`src/hdl/spoq_pkg.sv`:
```
package spoq_pkg;

   localparam int TAG_W      = 16;
   localparam int YEAR_W     = 12;
   localparam int PRIO_W     = 2;
   localparam int STATUS_W   = 2;
   localparam int REMAIN_W   = 5;
   localparam int CSR_IDX_W  = 4;
   localparam int CSR_DATA_W = 12;

   localparam logic [YEAR_W-1:0] YEAR_RESET   = 12'd2021;
   localparam logic [YEAR_W-1:0] WINDOW_RESET = 12'd6;

   localparam logic [PRIO_W-1:0] PRIO_EXPRESS = 2'd3;
   localparam logic [PRIO_W-1:0] PRIO_RECENT  = 2'd2;
   localparam logic [PRIO_W-1:0] PRIO_OLD     = 2'd1;

   localparam logic [STATUS_W-1:0] STATUS_ENQUEUED = 2'd0;
   localparam logic [STATUS_W-1:0] STATUS_FULL     = 2'd1;
   localparam logic [STATUS_W-1:0] STATUS_SERVED   = 2'd2;
   localparam logic [STATUS_W-1:0] STATUS_EMPTY    = 2'd3;

   localparam logic KIND_ENQUEUE = 1'b0;
   localparam logic KIND_SERVICE = 1'b1;

   localparam logic [CSR_IDX_W-1:0] CSR_CURRENT_YEAR  = 4'd0;
   localparam logic [CSR_IDX_W-1:0] CSR_RECENT_WINDOW = 4'd1;

   typedef enum logic [1:0] {
      ST_IDLE,
      ST_SCAN,
      ST_SHIFT,
      ST_FINISH
   } state_type;

   typedef struct packed {
      logic [PRIO_W-1:0] prio;
      logic [TAG_W-1:0]  tag;
   } slot_type;

endpackage

```
`src/hdl/spoq_if.sv`:
```
interface spoq_req_if import spoq_pkg::*; ();
   logic              valid;
   logic              ready;
   logic              kind;
   logic [TAG_W-1:0]  order_tag;
   logic [YEAR_W-1:0] model_year;
   logic              express;

   modport source (output valid, kind, order_tag, model_year, express, input ready);
   modport sink (input valid, kind, order_tag, model_year, express, output ready);
endinterface

interface spoq_rsp_if import spoq_pkg::*; ();
   logic                valid;
   logic                ready;
   logic [STATUS_W-1:0] status;
   logic [TAG_W-1:0]    served_tag;
   logic [PRIO_W-1:0]   served_priority;
   logic [REMAIN_W-1:0] remaining;

   modport source (output valid, status, served_tag, served_priority, remaining,
                   input ready);
   modport sink (input valid, status, served_tag, served_priority, remaining,
                 output ready);
endinterface

interface spoq_csr_if import spoq_pkg::*; ();
   logic                  valid;
   logic                  ready;
   logic [CSR_IDX_W-1:0]  index;
   logic [CSR_DATA_W-1:0] data;

   modport source (output valid, index, data, input ready);
   modport sink (input valid, index, data, output ready);
endinterface

```
`src/hdl/stable_priority_order_queue.sv`:
```
// Stable priority queue of orders, up to ENTRIES deep.
// req_bus: one beat per command. kind 0 enqueues order_tag with a priority of
//   3 (express), 2 (recent or future model year) or 1 (older). kind 1 serves
//   the earliest held order of highest priority and closes the gap behind it.
// rsp_bus: exactly one beat per command, carrying status, the served order
//   (zero unless served) and the count left in the queue.
// csr_bus: register 0 current_year, register 1 recent_window; always ready.
//   The user must write them only while the queue is idle; this is not enforced.
// Sequence: an enqueue, a rejected enqueue and a service of an empty queue go
//   from accept to ST_FINISH, which loads the response register. A service of a
//   queue with the winner at slot b first scans each held slot through the shared
//   priority comparator (ST_SCAN), then moves each slot behind b down one place
//   through the single read and write port of the slot memory (ST_SHIFT).
// req_bus.ready is high only while the sequencer is idle; one command at a time.
// A finished response waits in the output register while the next command is
// taken; the sequencer holds its result when rsp_bus.ready stays low.
// Reset empties the queue and restores current_year 2021, recent_window 6.
module stable_priority_order_queue import spoq_pkg::*; #(
   parameter int ENTRIES = 16
) (
   input  logic       clock,
   input  logic       reset,
   spoq_req_if.sink   req_bus,
   spoq_rsp_if.source rsp_bus,
   spoq_csr_if.sink   csr_bus
);

   localparam int AW = (ENTRIES > 1) ? $clog2(ENTRIES) : 1;
   localparam int FW = $clog2(ENTRIES + 1);
   localparam logic [FW-1:0] FILL_MAX = FW'(ENTRIES);

   state_type state_ff, state_in;

   logic [YEAR_W-1:0]   year_ff, year_in;
   logic [YEAR_W-1:0]   window_ff, window_in;
   logic [FW-1:0]       fill_ff, fill_in;
   logic [AW-1:0]       idx_ff, idx_in;
   logic [AW-1:0]       best_idx_ff, best_idx_in;
   logic [TAG_W-1:0]    best_tag_ff, best_tag_in;
   logic [PRIO_W-1:0]   best_prio_ff, best_prio_in;
   logic [STATUS_W-1:0] res_status_ff, res_status_in;
   logic [TAG_W-1:0]    res_tag_ff, res_tag_in;
   logic [PRIO_W-1:0]   res_prio_ff, res_prio_in;

   logic                rsp_valid_ff, rsp_valid_in;
   logic [STATUS_W-1:0] rsp_status_ff, rsp_status_in;
   logic [TAG_W-1:0]    rsp_tag_ff, rsp_tag_in;
   logic [PRIO_W-1:0]   rsp_prio_ff, rsp_prio_in;
   logic [REMAIN_W-1:0] rsp_remain_ff, rsp_remain_in;

   slot_type            slot_mem [ENTRIES];
   slot_type            rd_data_ff;
   logic [AW-1:0]       rd_addr;
   logic                wr_en;
   logic [AW-1:0]       wr_addr;
   slot_type            wr_data;

   logic                req_fire;
   logic                out_free;
   logic                is_full;
   logic                is_empty;
   logic                last_scan;
   logic                take;
   logic                more_shift;
   logic [AW-1:0]       best_idx_sel;
   logic [PRIO_W-1:0]   new_prio;
   logic [YEAR_W-1:0]   age;

   assign req_fire = req_bus.valid && req_bus.ready;
   assign out_free = !rsp_valid_ff || rsp_bus.ready;
   assign is_full  = (fill_ff >= FILL_MAX);
   assign is_empty = (fill_ff == '0);

   assign req_bus.ready = (state_ff == ST_IDLE);
   assign csr_bus.ready = 1'b1;

   assign rsp_bus.valid           = rsp_valid_ff;
   assign rsp_bus.status          = rsp_status_ff;
   assign rsp_bus.served_tag      = rsp_tag_ff;
   assign rsp_bus.served_priority = rsp_prio_ff;
   assign rsp_bus.remaining       = rsp_remain_ff;

   assign age = year_ff - req_bus.model_year;

   always_comb begin
      if (req_bus.express) begin
         new_prio = PRIO_EXPRESS;
      end else if (req_bus.model_year > year_ff) begin
         new_prio = PRIO_RECENT;
      end else if (age < window_ff) begin
         new_prio = PRIO_RECENT;
      end else begin
         new_prio = PRIO_OLD;
      end
   end

   // shared comparator: one slot per cycle against the running best
   assign take         = (idx_ff == '0) || (rd_data_ff.prio > best_prio_ff);
   assign best_idx_sel = take ? idx_ff : best_idx_ff;
   assign last_scan    = ((FW'(idx_ff) + FW'(1)) == fill_ff);
   assign more_shift   = ((FW'(idx_ff) + FW'(1)) < fill_ff);

   always_comb begin
      state_in = state_ff;
      case (state_ff)
         ST_IDLE: begin
            if (req_fire) begin
               if (req_bus.kind == KIND_SERVICE && !is_empty) begin
                  state_in = ST_SCAN;
               end else begin
                  state_in = ST_FINISH;
               end
            end
         end
         ST_SCAN: begin
            if (last_scan) begin
               state_in = ST_SHIFT;
            end
         end
         ST_SHIFT: begin
            if (!more_shift) begin
               state_in = ST_FINISH;
            end
         end
         ST_FINISH: begin
            if (out_free) begin
               state_in = ST_IDLE;
            end
         end
         default: state_in = ST_IDLE;
      endcase
   end

   always_comb begin
      fill_in       = fill_ff;
      idx_in        = idx_ff;
      best_idx_in   = best_idx_ff;
      best_tag_in   = best_tag_ff;
      best_prio_in  = best_prio_ff;
      res_status_in = res_status_ff;
      res_tag_in    = res_tag_ff;
      res_prio_in   = res_prio_ff;
      rd_addr       = '0;
      wr_en         = 1'b0;
      wr_addr       = fill_ff[AW-1:0];
      wr_data       = '{prio: new_prio, tag: req_bus.order_tag};
      rsp_valid_in  = rsp_valid_ff && !rsp_bus.ready;
      rsp_status_in = rsp_status_ff;
      rsp_tag_in    = rsp_tag_ff;
      rsp_prio_in   = rsp_prio_ff;
      rsp_remain_in = rsp_remain_ff;
      case (state_ff)
         ST_IDLE: begin
            idx_in     = '0;
            res_tag_in = '0;
            res_prio_in = '0;
            if (req_fire) begin
               if (req_bus.kind == KIND_ENQUEUE) begin
                  if (is_full) begin
                     res_status_in = STATUS_FULL;
                  end else begin
                     wr_en         = 1'b1;
                     fill_in       = fill_ff + FW'(1);
                     res_status_in = STATUS_ENQUEUED;
                  end
               end else if (is_empty) begin
                  res_status_in = STATUS_EMPTY;
               end
            end
         end
         ST_SCAN: begin
            best_idx_in = best_idx_sel;
            if (take) begin
               best_tag_in  = rd_data_ff.tag;
               best_prio_in = rd_data_ff.prio;
            end
            if (last_scan) begin
               idx_in  = best_idx_sel;
               rd_addr = best_idx_sel + AW'(1);
            end else begin
               idx_in  = idx_ff + AW'(1);
               rd_addr = idx_ff + AW'(1);
            end
         end
         ST_SHIFT: begin
            if (more_shift) begin
               wr_en   = 1'b1;
               wr_addr = idx_ff;
               wr_data = rd_data_ff;
               idx_in  = idx_ff + AW'(1);
               rd_addr = idx_ff + AW'(2);
            end else begin
               fill_in       = fill_ff - FW'(1);
               res_status_in = STATUS_SERVED;
               res_tag_in    = best_tag_ff;
               res_prio_in   = best_prio_ff;
            end
         end
         ST_FINISH: begin
            if (out_free) begin
               rsp_valid_in  = 1'b1;
               rsp_status_in = res_status_ff;
               rsp_tag_in    = res_tag_ff;
               rsp_prio_in   = res_prio_ff;
               rsp_remain_in = REMAIN_W'(fill_ff);
            end
         end
         default: begin
         end
      endcase
   end

   always_comb begin
      year_in   = year_ff;
      window_in = window_ff;
      if (csr_bus.valid && csr_bus.ready) begin
         case (csr_bus.index)
            CSR_CURRENT_YEAR:  year_in   = csr_bus.data;
            CSR_RECENT_WINDOW: window_in = csr_bus.data;
            default: begin
            end
         endcase
      end
   end

   always_ff @(posedge clock) begin
      if (wr_en) begin
         slot_mem[wr_addr] <= wr_data;
      end
      rd_data_ff <= slot_mem[rd_addr];
   end

   always_ff @(posedge clock) begin
      if (reset) begin
         state_ff     <= ST_IDLE;
         fill_ff      <= '0;
         rsp_valid_ff <= 1'b0;
         year_ff      <= YEAR_RESET;
         window_ff    <= WINDOW_RESET;
      end else begin
         state_ff     <= state_in;
         fill_ff      <= fill_in;
         rsp_valid_ff <= rsp_valid_in;
         year_ff      <= year_in;
         window_ff    <= window_in;
      end
   end

   always_ff @(posedge clock) begin
      idx_ff        <= idx_in;
      best_idx_ff   <= best_idx_in;
      best_tag_ff   <= best_tag_in;
      best_prio_ff  <= best_prio_in;
      res_status_ff <= res_status_in;
      res_tag_ff    <= res_tag_in;
      res_prio_ff   <= res_prio_in;
      rsp_status_ff <= rsp_status_in;
      rsp_tag_ff    <= rsp_tag_in;
      rsp_prio_ff   <= rsp_prio_in;
      rsp_remain_ff <= rsp_remain_in;
   end

   a_fill_bounded : assert property (@(posedge clock) disable iff (reset)
      fill_ff <= FILL_MAX)
      else $error("fill count above capacity");

   a_scan_in_range : assert property (@(posedge clock) disable iff (reset)
      state_ff == ST_SCAN |-> FW'(idx_ff) < fill_ff)
      else $error("scan index beyond held orders");

   a_shift_nonempty : assert property (@(posedge clock) disable iff (reset)
      state_ff == ST_SHIFT |-> fill_ff != '0)
      else $error("compaction on empty queue");

   a_enqueue_grows : assert property (@(posedge clock) disable iff (reset)
      req_fire && req_bus.kind == KIND_ENQUEUE && !is_full
      |=> fill_ff == $past(fill_ff) + FW'(1))
      else $error("accepted enqueue did not grow queue");

   a_served_prio : assert property (@(posedge clock) disable iff (reset)
      state_ff == ST_SHIFT && !more_shift |-> best_prio_ff != '0)
      else $error("served order without priority");

endmodule

```
`src/flat_wrapper.sv`:
```
// flat-port wrapper written by rule: the top's interface ports become plain ports
module stable_priority_order_queue_flat import spoq_pkg::*;
#(
   parameter int ENTRIES = 16
)
  (clock, reset, req_bus_valid, req_bus_kind, req_bus_order_tag, req_bus_model_year, req_bus_express, req_bus_ready, rsp_bus_valid, rsp_bus_status, rsp_bus_served_tag, rsp_bus_served_priority, rsp_bus_remaining, rsp_bus_ready, csr_bus_valid, csr_bus_index, csr_bus_data, csr_bus_ready);
  spoq_req_if req_bus_i ();
  spoq_rsp_if rsp_bus_i ();
  spoq_csr_if csr_bus_i ();
  input  logic clock;
  input  logic reset;
  input wire logic [$bits(req_bus_i.valid)-1:0] req_bus_valid;
  input wire logic [$bits(req_bus_i.kind)-1:0] req_bus_kind;
  input wire logic [$bits(req_bus_i.order_tag)-1:0] req_bus_order_tag;
  input wire logic [$bits(req_bus_i.model_year)-1:0] req_bus_model_year;
  input wire logic [$bits(req_bus_i.express)-1:0] req_bus_express;
  output wire logic [$bits(req_bus_i.ready)-1:0] req_bus_ready;
  output wire logic [$bits(rsp_bus_i.valid)-1:0] rsp_bus_valid;
  output wire logic [$bits(rsp_bus_i.status)-1:0] rsp_bus_status;
  output wire logic [$bits(rsp_bus_i.served_tag)-1:0] rsp_bus_served_tag;
  output wire logic [$bits(rsp_bus_i.served_priority)-1:0] rsp_bus_served_priority;
  output wire logic [$bits(rsp_bus_i.remaining)-1:0] rsp_bus_remaining;
  input wire logic [$bits(rsp_bus_i.ready)-1:0] rsp_bus_ready;
  input wire logic [$bits(csr_bus_i.valid)-1:0] csr_bus_valid;
  input wire logic [$bits(csr_bus_i.index)-1:0] csr_bus_index;
  input wire logic [$bits(csr_bus_i.data)-1:0] csr_bus_data;
  output wire logic [$bits(csr_bus_i.ready)-1:0] csr_bus_ready;
  assign req_bus_i.valid = req_bus_valid;
  assign req_bus_i.kind = req_bus_kind;
  assign req_bus_i.order_tag = req_bus_order_tag;
  assign req_bus_i.model_year = req_bus_model_year;
  assign req_bus_i.express = req_bus_express;
  assign req_bus_ready = req_bus_i.ready;
  assign rsp_bus_valid = rsp_bus_i.valid;
  assign rsp_bus_status = rsp_bus_i.status;
  assign rsp_bus_served_tag = rsp_bus_i.served_tag;
  assign rsp_bus_served_priority = rsp_bus_i.served_priority;
  assign rsp_bus_remaining = rsp_bus_i.remaining;
  assign rsp_bus_i.ready = rsp_bus_ready;
  assign csr_bus_i.valid = csr_bus_valid;
  assign csr_bus_i.index = csr_bus_index;
  assign csr_bus_i.data = csr_bus_data;
  assign csr_bus_ready = csr_bus_i.ready;
  stable_priority_order_queue #(.ENTRIES(ENTRIES)) u_core (.clock(clock), .reset(reset), .req_bus(req_bus_i), .rsp_bus(rsp_bus_i), .csr_bus(csr_bus_i));
endmodule
```
`config.mk`:
```
export PLATFORM = sky130hd
export DESIGN_NAME = stable_priority_order_queue_flat
export DESIGN_NICKNAME = d
export VERILOG_FILES = /design/src/hdl/spoq_pkg.sv /design/src/hdl/spoq_if.sv /design/src/hdl/stable_priority_order_queue.sv /design/src/flat_wrapper.sv
export SDC_FILE = /design/constraint.sdc
export NUM_CORES = 1
export LEC_CHECK = 0
export BUFFER_PORTS_ARGS = -buffer_cell sky130_fd_sc_hd__buf_2
export CORE_MARGIN = 10
export CORE_UTILIZATION = 43
export DETAILED_ROUTE_END_ITERATION = 8
export SLEW_MARGIN = 10
export SYNTH_ARGS = -nofsm -noshare
export SYNTH_HDL_FRONTEND = slang
export SYNTH_SLANG_ARGS = --single-unit
export TNS_END_PERCENT = 50
```
`constraint.sdc`:
```
create_clock -name clock -period 4.4 [get_ports clock]
set_input_delay 0 -clock clock [delete_from_list [all_inputs] [get_ports clock]]
set_output_delay 0 -clock clock [all_outputs]
set_load 0.01 [all_outputs]
```
==> results.md, run 1 <==
* Status: completed
* Clk_skew at 13.1 ps
* Largest stage delay on the critical path at 590 ps
* Syn_area_per_cell at 15.9 µm²
* Worst R2R Start: u_core.idx_ff[0]
* Vias per cell at 5.31
* Worst-case clock buffer depth at 3
* Clock network power share at 29.7%
* Syn nets at 1166
* Pwr/cell area at 604 nW/µm²
* Antenna violations before repair at 1
* Finished Cell Area at around 20000 µm²
* Yosys warning count at 0
* Hold path depth at 5
* Worst path cell trace: inv_1, ha_1, nand2b_1, nor2_1, nor2_1, nand2_1, o21ai_0, ha_1, and2_1, a21oi_1, o31ai_1, a211oi_2, o21ai_4, buf_12, mux2_2, o2bb2ai_1, nor3_2
* Worst path buffer plus inverter count at 2
* CP top delay family: compound AO/OA/AOI/OAI gates
* Required time worst endpoint at 4830 ps
* Crit path DAT at ~4500 ps
* Final Max Slew Viols at 0
* Vias in the first global route at ~9400
* Post-synthesis cell count at 1072
* Multiplexer share of the synthesized area at around a tenth
* Pre-antenna DRT Iters at 6
* Main synth FF type: edfxtp_1
* Hold path start: csr_bus_index[1]
* GRT Total Usage at 15.3%
* Fmax at 0.245 GHz
* Worst vdd ir at around 0.32 mV
* Clock Latency Late Sink at around 540 ps
* Post-DRT Antenna Nets at 0
* Hold WC Path Type: input port to flop
* WL/cell at 21.0 µm
* Setup TNS at 0 ps
* Setup crit end kind: flop
* Die Y at 219 µm
* Setup-failing EPs final at 0
* Yosys reg bits at 409
* Clk sinks at 409
* Core footprint at 38900 µm²
* Post-synth EDFFs at 359
* CP Max Fanout at 48
* Critical Path Start: u_core.idx_ff[0]
* RSZ-0062 raised after global routing: false
* Synthesized-area fraction occupied by adder cells at under 10%
* Die area at 48000 µm²
* Slew margin rel. at 50.0%
* LEAKAGE at 0.00710 µW
* Clock H-tree levels at 2
* Total Wirelength at around 37000 µm
* Int Pwr at ~8400 µW
* Post-DP Area at 18200 µm²
* Largest net degree at the start of global routing at 49
* Tcrit/Tclk final at 92.9%
* Final #Nets at 1297
* Area Overhead vs Synth at 16.1%
* Worst hold slack at between 40 and 50 ps
* Switching pwr at 3540 µW
* Sw Share at 29.7%
* Synth Area in XOR/XNOR at 0.874%
* Startpoint types: flop
* Buffers on Ports at 77
* Post-CTS Setup Repair Bufs at 0
* Synth Area in Compound Gates at 6.63%
* Slowest stage cell, crit path: edfxtp_1
* Final Critical Period at 4090 ps
* Ys async rst share at 0%
* Syn Std Cell Area at 17000 µm²
* Slew of the pin with the lowest slew margin at 750 ps
* Setup slack, reg-to-reg at around 310 ps
* Tot Pwr at 11900 µW
* Cells on worst reg2reg path at 17
* Max cap viols at 0
* First DRT Iteration DRCs at between 800 and 900
* Seq pwr share at about 45%
* Hpwl dp at 22600 µm
* TritonCTS Buffers at 42
* Worst hold endpoint: u_core.year_ff[0]
* Row count at 72
* IO Pins at 79
* Chip Width at 219 µm
* Crit path kind: flop to flop
* Root Buffer: clkbuf_16
* FF-to-FF End: u_core.rd_data_ff[16]
* Via Count at ~9300
* Combinational power share at 25.7%
* Reg clk slew, reported paths at about 60 ps
* TritonCTS clock tree: built
* Synth Area in Simple Gates at between 7 and 8%
* DR DRC count at 0
* Placer Congestion at 0.858
* Core Util, Final at approximately half
* Post-synth cell types at 63
* Sequential share of the synthesized area at 69.1%
* N_diodes at 0
* Share of cells above drive strength 1 at 27.2%
* Initial Util at 43.8%
* First-pass GRT wire length at approximately 56000 µm
* Grt ovf at 0
* Final Hold Viols at 0
* Combinational family with the most area after synthesis: multiplexers
-- area by class of cell --
cell class | instances | area, µm²
multi-input combinational | 577 | 4930
inverter | 41 | 154
clock inverter | 26 | 282
timing repair buffer | 132 | 881
fill | 3224 | 19100
tap | 518 | 648
sequential | 409 | 11800
clock buffer | 51 | 1100
-- sequential cells by signal (all words and copies together) (netlist names) --
signal	count
u_core.rd_data_ff	18
u_core.res_prio_ff	2
u_core.best_prio_ff	2
u_core.rsp_bus.remaining	5
u_core.rsp_bus.served_tag	16
u_core.best_idx_ff	4
u_core.slot_mem	288
u_core.idx_ff	4
u_core.best_tag_ff	16
u_core.res_tag_ff	16
u_core.res_status_ff	2
u_core.rsp_bus.valid	1
u_core.rsp_bus.served_priority	2
u_core.year_ff	12
u_core.state_ff	2
u_core.fill_ff	5
u_core.rsp_bus.status	2
u_core.window_ff	12
-- Yosys cell counts (4+ instances only) --
cell type,number,area (µm²)
nand2_1,68,255
dfxtp_1,50,1000
buf_2,16,80.1
a21oi_1,19,95.1
o211ai_1,5,37.5
mux2i_1,35,350
inv_1,41,154
nor2b_1,19,119
nand3_1,11,55.1
buf_4,5,37.5
nor3_1,7,35.0
edfxtp_1,359,10800
nand2b_1,4,25.0
a211oi_1,5,37.5
buf_6,6,67.6
xnor2_1,14,123
nor2_1,64,240
o22ai_2,10,125
a31oi_1,7,43.8
and2_1,20,125
o2bb2ai_1,18,158
mux4_2,36,811
clkbuf_1,17,63.8
o21ai_0,13,65.1
mux2_2,56,631
ha_1,41,513
and3_1,9,56.3
nor3_2,18,180
nor4_1,5,31.3
a211o_1,11,96.3
a21o_1,8,60.1
o22ai_1,29,181
-- repair_timing --
| item | in CTS | in global routing |
|---|---|---|
| endpoints found under the setup margin | 0 | 27 |
| gates resized for setup | 0 | 2 |
| endpoints found under the hold margin | 35 | 0 |
| hold buffers | 18 | 0 |
-- logic make-up after synthesis --
group / Yosys count
DFF: 409
muxes: 127
AOI/OAI and AO/OA: 150
other: 1
adders and majority gates: 43
and+or+nand+nor: 239
xor gates and xnor gates: 17
buffers and inverters: 86
-- how the worst max path moves through the flow --
stage	endpoint	slack, ps	depth (start not counted)
global placement	u_core.slot_mem[2][17]	140	18
finish	u_core.rd_data_ff[16]	310	17
CTS	u_core.slot_mem[2][17]	10	18
detailed placement	u_core.slot_mem[7][17]	30	18
global route	u_core.rd_data_ff[2]	30	17
floorplan	u_core.slot_mem[6][0]	780	12
-- power by group through the flow --
| stage | Combinational (µW) | Clock [µW] | Sequential [µW] |
|---|---|---|---|
| floorplan | 2220 | 0 | 5320 |
| global placement | 3030 | 0 | 5390 |
| detailed placement | 3070 | 0 | 5410 |
| CTS | 3090 | 3640 | 5330 |
| global route | 3380 | 3790 | 5370 |
| finish | 3070 | 3550 | 5330 |
-- metrics by stage --
stage          cells  worst slack (ps)
6_report        1754               311
5_1_grt         1754              29.7
4_1_cts         1754              14.2
3_5_place_dp    1659              34.0
3_3_place_gp    1659               140
2_1_floorplan   1072               778
-- layout by cell type (no fill, tap or decap), drive strengths merged, types with 7 or more instances in the layout --
master	instances
edfxtp	359
buf	114
nand2	71
nor2	64
mux2	56
clkbuf	51
dfxtp	50
inv	42
ha	41
o22ai	39
mux4	36
mux2i	35
nor3	25
and2	20
nor2b	20
a21oi	19
o2bb2ai	18
dlygate4sd3	18
clkinv	18
o21ai	15
xnor2	14
nand3	12
a211o	11
and3	10
a21o	8
a31oi	7
a211oi	7
-- metal layers --
metal | up-vias | routed length [µm] | share of wire, % | global-route usage, %
met5 | - | 0 | 0 | 0
met4 | 0 | 596 | 1.6 | 3.91
met3 | 47 | 1900 | 5.1 | 2.65
met2 | 221 | 18500 | 50 | 26.7
met1 | 4676 | 15800 | 43 | 19.4
li1 | 4376 | - | - | -
-- worst reg2reg max path, delay by kind of cell (launching register included) --
kind | cells | cell delay [ps]
DFF | 1 | 590
adders and majority gates | 2 | 580
and+or+nand+nor | 6 | 800
AOI/OAI and AO/OA | 6 | 1070
buffers and inverters | 2 | 530
muxes | 1 | 400
Note: power is estimated with default switching activity, not from simulation.
==> run 2: changes to the inputs <==
--- a/config.mk
+++ b/config.mk
@@ -6,9 +6,12 @@
 export NUM_CORES = 1
 export LEC_CHECK = 0
 export BUFFER_PORTS_ARGS = -buffer_cell sky130_fd_sc_hd__buf_2
+export CELL_PAD_IN_SITES_DETAIL_PLACEMENT = 1
+export CELL_PAD_IN_SITES_GLOBAL_PLACEMENT = 2
 export CORE_MARGIN = 10
 export CORE_UTILIZATION = 43
 export DETAILED_ROUTE_END_ITERATION = 8
+export PLACE_DENSITY_LB_ADDON = 0.1
 export SLEW_MARGIN = 10
 export SYNTH_ARGS = -nofsm -noshare
 export SYNTH_HDL_FRONTEND = slang
==> results.md, run 2 (synthesis gave the netlist of run 1 again) <==
* Setup crit end kind: flop
* Slew of the pin with the lowest slew margin at 771 ps (+20.9 ps)
* LEAKAGE at 0.00709 µW (-0.18%)
* Final Max Slew Viols at 0 (unchanged)
* TritonCTS Buffers at 44 (+4.8%)
* Worst vdd ir at 0.295 mV (-7.8%)
* Slew margin rel. at 48.6% (-1.3 points)
* Share of cells above drive strength 1 at 26.9% (-0.28 points)
* IO Pins at 79 (unchanged)
* Via Count at 9432 (+1.2%)
* Most used cell, CP: ha_1
* N_diodes at 0 (unchanged)
* Fmax at 0.250 GHz (+2.4%)
* Pre-antenna DRT Iters at 5 (-1)
* Buffers on Ports at 77 (unchanged)
* Reg clk slew, reported paths at 60 ps (about the same)
* Clk sinks at 409 (unchanged)
* RSZ-0062 raised after global routing: false
* Finished Cell Area at 19800 µm² (about the same)
* Setup-failing EPs final at 0 (unchanged)
* WL/cell at 23.5 µm (+12%)
* Startpoint types: flop
* Setup TNS at 0 ps (unchanged)
* Pwr/cell area at 603 nW/µm² (-0.14%)
* Worst-case clock buffer depth at 3 (unchanged)
* Crit path DAT at 4450 ps (-70 ps)
* Clock H-tree levels at 2 (unchanged)
* Max cap viols at 0 (unchanged)
* Antenna violations before repair at 0 (-1)
* First-pass GRT wire length at 63100 µm (+12%)
* Post-CTS Setup Repair Bufs at 0 (unchanged)
* DR DRC count at 0 (unchanged)
* Die Y at 219 µm (unchanged)
* First DRT Iteration DRCs at 670 (-18%)
* CP Max Fanout at 41 (-15%)
* Vias per cell at 5.34 (+0.46%)
* Most common cell after layout, fill and taps aside: edfxtp_1
* Core footprint at 38900 µm² (unchanged)
* Worst path buffer plus inverter count at 2 (unchanged)
* CP top delay family: compound AO/OA/AOI/OAI gates
* Tot Pwr at 11900 µW (-0.21%)
* Required time worst endpoint at 4850 ps (+20 ps)
* Final Hold Viols at 0 (unchanged)
* Hold WC Path Type: input port to flop
* TritonCTS clock tree: built
* Worst hold slack at 44.0 ps (-5.25 ps)
* Hpwl dp at 26200 µm (+16%)
* Status: completed
* Final Critical Period at 3990 ps (-95.6 ps)
* Root Buffer: clkbuf_16
* Post-DP Area at 18300 µm² (+0.44%)
* Most flop-heavy register: u_core.slot_mem
* Largest net degree at the start of global routing at 45 (-8.2%)
* Setup slack, reg-to-reg at 410 ps (+100 ps)
* Chip Width at 219 µm (unchanged)
* Grt ovf at 0 (unchanged)
* Placer Congestion at 0.777 (-9.5%)
* Post-DRT Antenna Nets at 0 (unchanged)
* Row count at 72 (unchanged)
* Slowest stage cell, crit path: edfxtp_1
* Regs by FF count: u_core.slot_mem: 288 flops, u_core.rd_data_ff: 18 flops
* Crit path kind: flop to flop
* Total Wirelength at 41600 µm (+13%)
* Largest stage delay on the critical path at 420 ps (-170 ps)
* GRT Total Usage at 17.5% (+2.2 points)
* Tcrit/Tclk final at 90.8% (-2.2 points)
* Vias in the first global route at 9960 (+5.7%)
* Max reg flops at 288 (unchanged)
* Clock Latency Late Sink at 570 ps (+30 ps)
* Most frequent cells in the layout: 359 x edfxtp_1, 77 x buf_2, 68 x nand2_1
* Initial Util at 43.8% (unchanged)
* Area Overhead vs Synth at 16.0% (about the same)
* Final #Nets at 1309 (+0.93%)
* Worst path cell trace: ha_1, nand2_1, o21a_1, nor2_1, o21ai_0, ha_1, and2_1, a21oi_1, o31ai_1, a211oi_2, o21ai_4, buf_12, buf_4, mux4_2, o22ai_2, nor3_2
* Clk_skew at 15.3 ps (+2.22 ps)
* Die area at 48000 µm² (unchanged)
-- run 2: cell count changes in the layout (fill, tap and decap cells not counted), sizes merged --
cell         previous run  this run
buf                   114       123
bufinv                  5         0
clkbuf                 51        63
clkinv                 18        12
dlygate4sd3            18        19
inv                    42        44
-- run 2: power breakdown --
group / leakage [µW] / switching (µW) / internal (µW)
clock: 0.000627 / 1490 / 1890
sequential: 0.00369 / 212 / 5120
combinational: 0.00277 / 2000 / 1220
total: 0.00709 / 3700 / 8230
-- run 2: layout make-up --
class | count | area, µm²
multi-input cells | 577 | 4920
flip-flops and latches | 409 | 11800
clock inverters | 17 | 100
well taps | 518 | 648
fillers | 3780 | 19100
repair buffers | 142 | 971
clock buffers | 63 | 1190
inverters | 41 | 154
-- run 2: stage by stage --
| stage | setup WS [ps] | instances | utilization, % |
|---|---|---|---|
| 3_5_place_dp | 387 | 1668 | 47.0 |
| 5_1_grt | 37.9 | 1767 | 50.8 |
| 4_1_cts | 372 | 1767 | 50.8 |
| 6_report | 406 | 1767 | 50.8 |
| 2_1_floorplan | 778 | 1072 | - |
| 3_3_place_gp | 505 | 1668 | 47.0 |
-- run 2: path summary, 6_finish.rpt --
check                           cells after the start                           end                   start
worst min-delay path                                5             u_core.year_ff[3]        csr_bus_index[1]
worst max register to register                     16          u_core.rd_data_ff[7]  u_core.best_prio_ff[0]
worst max-delay path                               16          u_core.rd_data_ff[7]  u_core.best_prio_ff[0]
worst min register to register                      0  u_core.rsp_bus.served_tag[1]    u_core.res_tag_ff[1]
-- run 2: layer usage --
metal	vias to the layer above	GRT usage (%)	share of wire, %
met5	-	0	0
met1	4782	23.7	46
met3	55	2.68	4.3
met4	0	5.79	2.1
li1	4400	-	-
met2	195	28.4	48
-- run 2: worst min-delay path, delay by kind of cell --
family	cells	cell delay [ps]
mux	1	140
buf+inv	2	310
simple gates	2	110
-- run 2: repair_timing --
action / CTS / global route
hold buffers: 19 / 0
gates resized for setup: 0 / 1
hold endpoints to repair: 35 / 0
endpoints found under the setup margin: 0 / 16
